`config.mk`:
```
export PLATFORM = sky130hd
export DESIGN_NAME = palette_plane_consistency_filter_flat
export DESIGN_NICKNAME = d
export VERILOG_FILES = /design/src/ppcf_pkg.sv /design/src/ppcf_bus.sv /design/src/ppcf_classify.sv /design/src/ppcf_stats.sv /design/src/palette_plane_consistency_filter.sv /design/src/flat_wrapper.sv
export SDC_FILE = /design/constraint.sdc
export NUM_CORES = 1
export LEC_CHECK = 0
export BUFFER_PORTS_ARGS = -buffer_cell sky130_fd_sc_hd__clkbuf_2
export CELL_PAD_IN_SITES_DETAIL_PLACEMENT = 2
export CELL_PAD_IN_SITES_GLOBAL_PLACEMENT = 2
export CORE_UTILIZATION = 44
export DETAILED_ROUTE_END_ITERATION = 16
export MAX_ROUTING_LAYER = met4
export PLACE_DENSITY = 0.95
export SLEW_MARGIN = 20
export SYNTH_ARGS = -nofsm -noshare
export SYNTH_HDL_FRONTEND = slang
export SYNTH_SLANG_ARGS = --single-unit
```
`constraint.sdc`:
```
create_clock -name clock -period 23.5 [get_ports clock]
set_clock_uncertainty 0.1 [all_clocks]
set_input_delay 2.35 -clock clock [delete_from_list [all_inputs] [get_ports clock]]
set_output_delay 2.35 -clock clock [all_outputs]
set_load 0.01 [all_outputs]
```
`src/ppcf_pkg.sv`:
```
// Package for the palette plane consistency filter.
// Holds the request/response payload types, the 565 channel helpers and
// sizing constants. No dependencies.
`timescale 1ns / 1ps

package ppcf_pkg;

   localparam int PALETTE_ENTRIES = 256;
   localparam int COUNT_W         = $clog2(PALETTE_ENTRIES + 1);
   localparam int INDEX_W         = 8;
   localparam int COLOR_W         = 16;
   localparam int CHAN_W          = 5;
   localparam int SQSUM_W         = 2 * CHAN_W + 2;
   localparam int PLANES          = 6;

   localparam logic [1:0]         MODE_FILTER    = 2'd2;
   localparam logic [INDEX_W-1:0] LAST_INDEX     = INDEX_W'(PALETTE_ENTRIES - 1);
   localparam logic [INDEX_W-1:0] FIRST_INDEX    = '0;
   localparam logic [COUNT_W-1:0] COUNT_LIMIT    = COUNT_W'(PALETTE_ENTRIES);
   localparam logic [SQSUM_W-1:0] DARK_LIMIT     = SQSUM_W'(32);
   localparam logic [SQSUM_W-1:0] DIST_LIMIT     = SQSUM_W'(16);
   localparam logic [COLOR_W-1:0] NO_INDEX       = 16'hffff;

   typedef struct packed {
      logic [INDEX_W-1:0] entry_index;
      logic [COLOR_W-1:0] base_color;
      logic [COLOR_W-1:0] plane_one;
      logic [COLOR_W-1:0] plane_two;
      logic [COLOR_W-1:0] plane_three;
      logic [COLOR_W-1:0] plane_four;
      logic [COLOR_W-1:0] plane_five;
      logic [COLOR_W-1:0] plane_six;
      logic [COLOR_W-1:0] replacement_color;
   } req_type;

   typedef struct packed {
      logic [COLOR_W-1:0] new_entry;
      logic               cleared;
      logic               run_done;
      logic [COLOR_W-1:0] first_cleared_index;
      logic               index_written;
      logic [7:0]         cleared_count;
   } rsp_type;

   // Verdict for one entry, classify -> stats/top.
   typedef struct packed {
      logic               active;
      logic               cleared;
      logic [COLOR_W-1:0] new_entry;
   } verdict_type;

   // End-of-run statistics, stats -> top.
   typedef struct packed {
      logic               run_done;
      logic [COLOR_W-1:0] first_cleared_index;
      logic               index_written;
      logic [7:0]         cleared_count;
   } report_type;

   function automatic logic [CHAN_W-1:0] chan_b(input logic [COLOR_W-1:0] c);
      return c[4:0];
   endfunction

   function automatic logic [CHAN_W-1:0] chan_g(input logic [COLOR_W-1:0] c);
      return c[10:6];
   endfunction

   function automatic logic [CHAN_W-1:0] chan_r(input logic [COLOR_W-1:0] c);
      return c[15:11];
   endfunction

   function automatic logic [2*CHAN_W-1:0] sq_diff(input logic [CHAN_W-1:0] a,
                                                   input logic [CHAN_W-1:0] b);
      logic [CHAN_W-1:0] d;
      d = (a > b) ? (a - b) : (b - a);
      return (2*CHAN_W)'(d) * (2*CHAN_W)'(d);
   endfunction

endpackage

```
`src/ppcf_bus.sv`:
```
// Valid/ready channel interfaces for the palette filter requests and
// responses. Depends on ppcf_pkg for the payload types.
`timescale 1ns / 1ps

interface ppcf_req_bus;
   logic              valid;
   logic              ready;
   ppcf_pkg::req_type payload;

   modport source (output valid, output payload, input ready);
   modport sink   (input valid, input payload, output ready);
endinterface

interface ppcf_rsp_bus;
   logic              valid;
   logic              ready;
   ppcf_pkg::rsp_type payload;

   modport source (output valid, output payload, input ready);
   modport sink   (input valid, input payload, output ready);
endinterface

```
`src/ppcf_classify.sv`:
```
// Per-entry decision in filter mode: dark base or any plane too far from base clears it.
// Purely combinational; depends on ppcf_pkg.
`timescale 1ns / 1ps

module ppcf_classify (
   input  ppcf_pkg::req_type     item,
   input  logic [1:0]            texture_mode,
   output ppcf_pkg::verdict_type verdict
);
   import ppcf_pkg::*;

   logic [COLOR_W-1:0] planes [PLANES];
   logic [PLANES-1:0]  plane_far;
   logic [SQSUM_W-1:0] base_mag;
   logic               dark;
   logic               far;

   assign planes[0] = item.plane_one;
   assign planes[1] = item.plane_two;
   assign planes[2] = item.plane_three;
   assign planes[3] = item.plane_four;
   assign planes[4] = item.plane_five;
   assign planes[5] = item.plane_six;

   always_comb begin
      for (int k = 0; k < PLANES; k++) begin
         plane_far[k] = (SQSUM_W'(sq_diff(chan_b(planes[k]), chan_b(item.base_color)))
                       + SQSUM_W'(sq_diff(chan_g(planes[k]), chan_g(item.base_color)))
                       + SQSUM_W'(sq_diff(chan_r(planes[k]), chan_r(item.base_color))))
                       > DIST_LIMIT;
      end
   end

   // Squared magnitude of the base is its distance from black.
   assign base_mag = SQSUM_W'(sq_diff(chan_b(item.base_color), '0))
                   + SQSUM_W'(sq_diff(chan_g(item.base_color), '0))
                   + SQSUM_W'(sq_diff(chan_r(item.base_color), '0));
   assign dark     = base_mag < DARK_LIMIT;
   assign far      = dark || (|plane_far);

   always_comb begin
      verdict.active  = (texture_mode == MODE_FILTER);
      verdict.cleared = verdict.active && far;
      if (!verdict.active) begin
         verdict.new_entry = item.base_color;
      end else if (far) begin
         verdict.new_entry = '0;
      end else begin
         verdict.new_entry = item.replacement_color;
      end
   end

endmodule

```
`src/ppcf_stats.sv`:
```
// Run statistics: cleared count and first cleared index, restarted by
// entry 0 and reported on the last entry. Depends on ppcf_pkg.
`timescale 1ns / 1ps

module ppcf_stats (
   input  logic                             clock,
   input  logic                             reset,
   input  logic                             advance,
   input  logic [ppcf_pkg::INDEX_W-1:0]     entry_index,
   input  ppcf_pkg::verdict_type            verdict,
   output ppcf_pkg::report_type             report
);
   import ppcf_pkg::*;

   logic [COUNT_W-1:0] total_ff, total_in, total_base;
   logic [INDEX_W-1:0] first_ff, first_in, first_base;
   logic               any_ff, any_in, any_base;
   logic               restart;

   assign restart = (entry_index == FIRST_INDEX);

   always_comb begin
      total_base = restart ? '0 : total_ff;
      first_base = restart ? '0 : first_ff;
      any_base   = restart ? 1'b0 : any_ff;

      total_in = total_base;
      first_in = first_base;
      any_in   = any_base;
      if (verdict.cleared) begin
         if (total_base < COUNT_LIMIT) begin
            total_in = total_base + COUNT_W'(1);
         end
         if (!any_base) begin
            any_in   = 1'b1;
            first_in = entry_index;
         end
      end
   end

   always_ff @(posedge clock) begin
      if (reset) begin
         total_ff <= '0;
         first_ff <= '0;
         any_ff   <= 1'b0;
      end else if (advance) begin
         total_ff <= total_in;
         first_ff <= first_in;
         any_ff   <= any_in;
      end
   end

   always_comb begin
      report.run_done            = (entry_index == LAST_INDEX);
      report.first_cleared_index = '0;
      report.index_written       = 1'b0;
      report.cleared_count       = '0;
      if (report.run_done) begin
         if (verdict.active) begin
            report.first_cleared_index = any_in ? COLOR_W'(first_in) : NO_INDEX;
            report.index_written       = 1'b1;
            // A full count reads as zero.
            report.cleared_count       = (total_in >= COUNT_LIMIT) ? '0 : 8'(total_in);
         end else begin
            report.first_cleared_index = NO_INDEX;
         end
      end
   end

endmodule

```
`src/palette_plane_consistency_filter.sv`:
```
// Top level of the palette plane consistency filter.
// Depends on ppcf_pkg, ppcf_bus, ppcf_classify and ppcf_stats.
//
// Usage:
//   req_bus carries one palette column per request: entry index, base
//   colour, six shade-plane colours and a replacement colour (565 layout).
//   rsp_bus returns one response per request, in order: the new entry, a
//   cleared flag and, on the last entry of a run, the run statistics.
//   csr_write_enable/csr_write_data set texture_mode; write it only while
//   no request is in flight. Filtering runs only in mode 2.
//   A request passes through the input register, then the response
//   register, before its response is valid. The classifier between
//   them is a single pass of six narrow distance checks, so one request
//   is accepted every cycle while the receiver takes responses.
//   When the receiver stalls the response register holds, the input
//   register fills behind it and req_bus.ready drops; with both full the
//   block waits without losing anything.
//   Reset (synchronous, active high) empties both registers, sets the
//   mode to 0 and clears the run statistics.
`timescale 1ns / 1ps

module palette_plane_consistency_filter (
   input  logic        clock,
   input  logic        reset,
   input  logic        csr_write_enable,
   input  logic [1:0]  csr_write_data,
   ppcf_req_bus.sink   req_bus,
   ppcf_rsp_bus.source rsp_bus
);
   import ppcf_pkg::*;

   logic [1:0]  texture_mode_ff;
   req_type     item_ff;
   logic        item_valid_ff;
   rsp_type     rsp_ff, rsp_in;
   logic        rsp_valid_ff;
   logic        rsp_free;
   logic        advance;
   verdict_type verdict;
   report_type  report;

   assign rsp_free = !rsp_valid_ff || rsp_bus.ready;
   assign advance  = item_valid_ff && rsp_free;

   assign req_bus.ready   = !item_valid_ff || rsp_free;
   assign rsp_bus.valid   = rsp_valid_ff;
   assign rsp_bus.payload = rsp_ff;

   always_ff @(posedge clock) begin
      if (reset) begin
         texture_mode_ff <= '0;
      end else if (csr_write_enable) begin
         texture_mode_ff <= csr_write_data;
      end
   end

   // Input register.
   always_ff @(posedge clock) begin
      if (reset) begin
         item_valid_ff <= 1'b0;
      end else if (req_bus.ready) begin
         item_valid_ff <= req_bus.valid;
      end
   end

   always_ff @(posedge clock) begin
      if (req_bus.ready && req_bus.valid) begin
         item_ff <= req_bus.payload;
      end
   end

   ppcf_classify u_classify (
      .item         (item_ff),
      .texture_mode (texture_mode_ff),
      .verdict      (verdict)
   );

   ppcf_stats u_stats (
      .clock       (clock),
      .reset       (reset),
      .advance     (advance),
      .entry_index (item_ff.entry_index),
      .verdict     (verdict),
      .report      (report)
   );

   always_comb begin
      rsp_in.new_entry           = verdict.new_entry;
      rsp_in.cleared             = verdict.cleared;
      rsp_in.run_done            = report.run_done;
      rsp_in.first_cleared_index = report.first_cleared_index;
      rsp_in.index_written       = report.index_written;
      rsp_in.cleared_count       = report.cleared_count;
   end

   // Response register.
   always_ff @(posedge clock) begin
      if (reset) begin
         rsp_valid_ff <= 1'b0;
      end else if (rsp_free) begin
         rsp_valid_ff <= item_valid_ff;
      end
   end

   always_ff @(posedge clock) begin
      if (advance) begin
         rsp_ff <= rsp_in;
      end
   end

endmodule

```
`src/flat_wrapper.sv`:
```
// flat-port wrapper written by rule: the top's interface ports become plain ports
module palette_plane_consistency_filter_flat import ppcf_pkg::*;
  (clock, reset, csr_write_enable, csr_write_data, req_bus_valid, req_bus_payload, req_bus_ready, rsp_bus_valid, rsp_bus_payload, rsp_bus_ready);
  ppcf_req_bus req_bus_i ();
  ppcf_rsp_bus rsp_bus_i ();
  input  logic clock;
  input  logic reset;
  input  logic csr_write_enable;
  input  logic [1:0] csr_write_data;
  input wire logic [$bits(req_bus_i.valid)-1:0] req_bus_valid;
  input wire logic [$bits(req_bus_i.payload)-1:0] req_bus_payload;
  output wire logic [$bits(req_bus_i.ready)-1:0] req_bus_ready;
  output wire logic [$bits(rsp_bus_i.valid)-1:0] rsp_bus_valid;
  output wire logic [$bits(rsp_bus_i.payload)-1:0] rsp_bus_payload;
  input wire logic [$bits(rsp_bus_i.ready)-1:0] rsp_bus_ready;
  assign req_bus_i.valid = req_bus_valid;
  assign req_bus_i.payload = req_bus_payload;
  assign req_bus_ready = req_bus_i.ready;
  assign rsp_bus_valid = rsp_bus_i.valid;
  assign rsp_bus_payload = rsp_bus_i.payload;
  assign rsp_bus_i.ready = rsp_bus_ready;
  palette_plane_consistency_filter u_core (.clock(clock), .reset(reset), .csr_write_enable(csr_write_enable), .csr_write_data(csr_write_data), .req_bus(req_bus_i), .rsp_bus(rsp_bus_i));
endmodule
```
==> qor.txt, run 1 <==
Final nets: 3719
Die Span Y: 246.2 um
placed inst area: 0.02814 mm^2
CTS Buffer Depth: 2
warnings from Yosys: 0
# fillers: 6210
CTS Hold Bufs: 0
worst r2r dst: u_core.rsp_bus.payload[0]
CTS sink cnt: 188
Setup TNS: 0 ns
final wirelength: 113800 um
share of the synthesized area in the top cell type: 0.2403
clock slew at reported path FFs: 0.10 ns
leading cell type in the layout, fill and taps excluded: inv_1
Initial Utilization: 0.4446
DR vias: 22060
worst skew pair latency: 0.54 ns
Synth area leader: fa_1
Slew Limit Fails: 0
max_slew headroom: 0.1556
die area: 0.06062 mm^2
CTS Buf Count: 17
top cells by area, synth: fa_1 24%, ha_1 19%, edfxtp_1 19%, inv_1 8.8%, mux2i_1 2.7%
largest net degree at the start of global routing: 55
router iterations before antenna repair: 5
RSZ-0062 raised after global routing: no
root buffer cell: clkbuf_16
R2R Setup Slk: 10.06 ns
Remaining Overflow, GRT: 0
final setup violating endpoints: 0
I/O pin total: 188
P&R area growth vs syn: 9.803%
crit-path most repeated cell: fa_1
CP required: 23.74 ns
Hold Path Depth: 2
most frequent cells in the layout: 615 x inv_1, 407 x ha_1, 315 x fa_1
GRT Util Overall: 0.3927
CP arrival: 13.68 ns
minimum clock period: 13.44 ns
CP endpoint kind: flop
cells after synthesis: 2669
Fin. Hold Viols: 0
Max-cap violations: 0
Starting DRT DRC Count: 1328
Achievable Freq: 74.42 MHz
Yosys cell types: 75
Post-CTS Setup Bufs: 0
Setup CP Type: flop to flop
Slew @ Worst Pin: 1.263 ns
initial antenna violation count: 4
sequential share of the synthesized area: 0.2068
Hold Crit Class: flop to flop
Critical Path Sink: u_core.rsp_bus.payload[0]
Vias/cell: 6.052
CTS resizes: 0
Core Region: 0.05902 mm^2
number of synthesized flops with an enable pin: 166
WL/cell: 31.23 um
Final GP Congestion: 0.9168
ANT nets after route: 0
Slowest-stage cell, CP: nand4_1
first-pass GRT wire length: 168700 um
Max FO, Critical Path: 20
CTS tree: built
r2r startpoint: u_core.item_ff[119]
Rows: 89
DRC errors left: 0
vias in the first global route: 26670
final worst-path cycle share: 0.5718
Mapped Area: 0.02624 mm^2
post-DP HPWL: 85680 um
most common flop cell mapped by yosys: edfxtp_1
Async SR Flop Fraction: 0
H-tree lvl count: 4
Final Cell Area: 0.02881 mm^2
share of cells above drive strength 1: 0.09697
Avg Cell Area, Syn: 9.831 um^2
CP startpoint: u_core.item_ff[119]
slowest stage delay, CP: 1.06 ns
Die X: 246.2 um
syn nets: 3534
status: finished clean
Seq cells post-synth: 188
CP startpoint kind: flop
Buffers on Ports: 181
R2R depth: 34
per-stage QoR:
stage	hold WS, ns	instances	setup slack [ns]	utilization
2_1_floorplan	0.3431	2669	13.38	-
3_5_place_dp	0.3679	3608	10.64	0.4768
3_3_place_gp	0.3590	3608	11.55	0.4768
6_report	0.4223	3645	10.06	0.4882
4_1_cts	0.4214	3640	10.29	0.4880
5_1_grt	0.4475	3644	9.851	0.4881
kinds of logic (layout without fill, tap and decap cells):
group | after synthesis | in the layout | share of synthesized area
adder cells (fa/ha/maj) | 722 | 722 | 0.4344
buffers and inverters | 660 | 858 | 0.09556
AND/OR/NAND/NOR | 538 | 538 | 0.1011
AO/OA/AOI/OAI | 384 | 384 | 0.09908
flip-flops | 188 | 188 | 0.2068
XOR/XNOR | 99 | 99 | 0.03304
multiplexers | 78 | 78 | 0.03009
other | 0 | 5 | 0
cell type report:
| class | instances | area (um^2) | area share |
|---|---|---|---|
| Clock inverter | 15 | 234.0 | 0.008121 |
| Inverter | 616 | 2312 | 0.08025 |
| Clock buffer | 17 | 425.4 | 0.01476 |
| Multi-Input combinational cell | 1821 | 18310 | 0.6356 |
| Antenna cell | 5 | 12.51 | 0.0004343 |
| Tap cell | 773 | 967.2 | 0.03357 |
| Sequential cell | 188 | 5425 | 0.1883 |
| Timing Repair Buffer | 210 | 1124 | 0.03900 |
state kept, by name, indices dropped and copies added, names as in the netlist:
| name | cells |
|---|---|
| u_core.item_ff | 130 |
| u_core.rsp_bus.payload | 36 |
| u_core.u_stats.total_ff | 9 |
| u_core.u_stats.first_ff | 8 |
| u_core.texture_mode_ff | 2 |
| u_core.item_valid_ff | 1 |
| u_core.rsp_bus.valid | 1 |
| u_core.u_stats.any_ff | 1 |
worst max-delay path: cells and delay by family (launching register included):
family	cells	cell delay (ns)
multiplexers	1	0.38
XOR/XNOR	2	0.62
flip-flops	1	0.38
adder cells (fa/ha/maj)	8	4.06
buffers and inverters	7	1.47
AO/OA/AOI/OAI	9	2.51
AND/OR/NAND/NOR	7	3.66
routing by layer:
metal	global-route usage	wire [um]	up-vias
met1	0.3745	38280	11310
met4	0.3082	10210	0
met2	0.6893	58860	1071
met3	0.08017	6490	570
li1	-	-	9111
met5	-	0	-
synth_stat cells, drive strengths merged (24+ instances only):
cell / number
a21boi: 24
a21o: 27
a21oi: 73
and2: 24
clkbuf: 34
edfxtp: 166
fa: 315
ha: 407
inv: 615
mux2i: 71
nand2: 94
nand2b: 42
nand3: 44
nand4: 27
nor2: 171
nor2b: 38
nor3: 35
o21a: 31
o21ai: 94
xnor2: 66
xor2: 33
worst min-delay path by stage:
stage	from	end	slack, ns
finish	u_core.item_valid_ff	u_core.rsp_bus.valid	0.42
floorplan	u_core.u_stats.first_ff[0]	u_core.u_stats.first_ff[0]	0.34
detailed placement	u_core.u_stats.first_ff[0]	u_core.u_stats.first_ff[0]	0.37
CTS	u_core.u_stats.first_ff[4]	u_core.u_stats.first_ff[4]	0.42
global placement	u_core.u_stats.first_ff[7]	u_core.u_stats.first_ff[7]	0.36
global route	u_core.u_stats.first_ff[3]	u_core.u_stats.first_ff[3]	0.45
Power of run 1 is not shown: default switching activity piles up to over one toggle a cycle in this logic, so the estimate is an artifact.
==> run 2: changes to the inputs <==
CORE_UTILIZATION = 41   (was 44)
PLACE_DENSITY = 0.93   (was 0.95)
clock period = 13.3 ns   (was 23.5 ns; I/O delays follow)
==> qor.txt, run 2 (same netlist as run 1, synthesis figures left out) <==
CTS Buffer Depth: 2 (unchanged)
initial antenna violation count: 3 (-1)
Hold Path Depth: 1 (-1)
WL/cell: 28.74 um (-8.0%)
CP required: 13.60 ns (-10.14 ns)
Rows: 92 (+3.4%)
vias in the first global route: 25900 (-2.9%)
status: finished clean
Final GP Congestion: 0.9118 (-0.55%)
Hold EP: u_core.u_stats.first_ff[1]
final worst-path cycle share: 0.9335 (+0.3618)
leading cell type in the layout, fill and taps excluded: inv_1
CTS resizes: 0 (unchanged)
Buffers on Ports: 181 (unchanged)
Setup CP Type: flop to flop
Max FO, Critical Path: 12 (-40%)
CTS Buf Count: 17 (unchanged)
worst r2r dst: u_core.rsp_bus.payload[3]
Biggest register: u_core.item_ff
Max-cap violations: 0 (unchanged)
Post-CTS Setup Bufs: 0 (unchanged)
Hold Crit Class: flop to flop
share of cells above drive strength 1: 0.09948 (+0.002513)
CTS tree: built
CP startpoint kind: flop
DRC errors left: 0 (unchanged)
CP arrival: 12.72 ns (-0.96 ns)
Die Span Y: 255.0 um (+3.6%)
H-tree lvl count: 4 (unchanged)
final setup violating endpoints: 0 (unchanged)
Worst Hold Launch: u_core.u_stats.first_ff[1]
largest net degree at the start of global routing: 82 (+49%)
clock slew at reported path FFs: 0.10 ns (about the same)
Slew @ Worst Pin: 1.182 ns (-0.08059 ns)
crit-path most repeated cell: fa_1
Final nets: 3727 (+0.22%)
RSZ-0062 raised after global routing: no
max_slew headroom: 0.2110 (+0.05537)
Core Region: 0.06320 mm^2 (+7.1%)
worst skew pair latency: 0.53 ns (about the same)
slowest stage delay, CP: 0.86 ns (-0.20 ns)
Initial Utilization: 0.4152 (-0.02938)
CP endpoint kind: flop
minimum clock period: 12.42 ns (-1.021 ns)
Fin. Hold Viols: 0 (unchanged)
P&R area growth vs syn: 10.30%
Vias/cell: 5.756 (-4.9%)
die area: 0.06502 mm^2 (+7.3%)
Achievable Freq: 80.54 MHz (+8.2%)
Slowest-stage cell, CP: edfxtp_1
Crit path max-delay family: adder cells
Starting DRT DRC Count: 1269 (-4.4%)
Remaining Overflow, GRT: 0 (unchanged)
R2R depth: 33 (-2.9%)
I/O pin total: 188 (unchanged)
Setup TNS: 0 ns (unchanged)
ANT nets after route: 0 (unchanged)
GRT Util Overall: 0.3491 (-0.04352)
final wirelength: 107000 um (-6.0%)
DR vias: 21430 (-2.9%)
Slew Limit Fails: 0 (unchanged)
CTS Hold Bufs: 0 (unchanged)
max reg flops: 130 (unchanged)
crit path buf inv count: 6 (-1)
Die X: 255.0 um (+3.6%)
router iterations before antenna repair: 5 (unchanged)
post-DP HPWL: 85950 um (+0.31%)
r2r startpoint: u_core.item_ff[119]
CTS sink cnt: 188 (unchanged)
most frequent cells in the layout: 615 x inv_1, 407 x ha_1, 315 x fa_1
root buffer cell: clkbuf_16
R2R Setup Slk: 0.88 ns (-9.18 ns)
first-pass GRT wire length: 161200 um (-4.5%)
==> run 2: worst max-delay path by stage <==
stage,endpoint,slack (ns),cells after the start,startpoint
2_1_floorplan,u_core.rsp_bus.payload[3],3.18,33,u_core.item_ff[119]
3_3_place_gp,u_core.rsp_bus.payload[3],1.91,33,u_core.item_ff[119]
3_5_place_dp,u_core.rsp_bus.payload[3],1.16,33,u_core.item_ff[124]
4_1_cts,u_core.rsp_bus.payload[3],1.07,33,u_core.item_ff[124]
5_1_grt,u_core.rsp_bus.payload[3],0.47,33,u_core.item_ff[119]
6_report,u_core.rsp_bus.payload[3],0.88,33,u_core.item_ff[119]
==> run 2: through the flow <==
stage	utilization	std cells	cell area (um^2)	hold slack, ns	worst slack [ns]
after global placement	0.4477	3689	28290	0.3591	1.905
final	0.4580	3723	28940	0.4089	0.8840
after floorplan	-	2669	26240	0.3431	3.179
after CTS	0.4579	3721	28940	0.3987	1.070
after detailed placement	0.4477	3689	28290	0.3759	1.161
after global routing	0.4580	3723	28940	0.4207	0.4708
==> run 2: final cells by class <==
cell class,instances,area (um^2)
Inverter,616,2312
Timing Repair Buffer,218,1187
Multi-Input combinational cell,1821,18310
Tap cell,846,1059
Clock buffer,17,425.4
Sequential cell,188,5425
Antenna cell,2,5.005
Fill cell,6706,34250
Clock inverter,15,217.7
==> run 2: routing by layer <==
metal / share of wire / routed length [um] / global-route usage
met2: 0.51 / 54980 / 0.6119
met5: 0 / 0 / -
met3: 0.044 / 4688 / 0.04983
met4: 0.076 / 8092 / 0.2325
met1: 0.37 / 39230 / 0.3648
Power of run 2 is left out for the same reason.
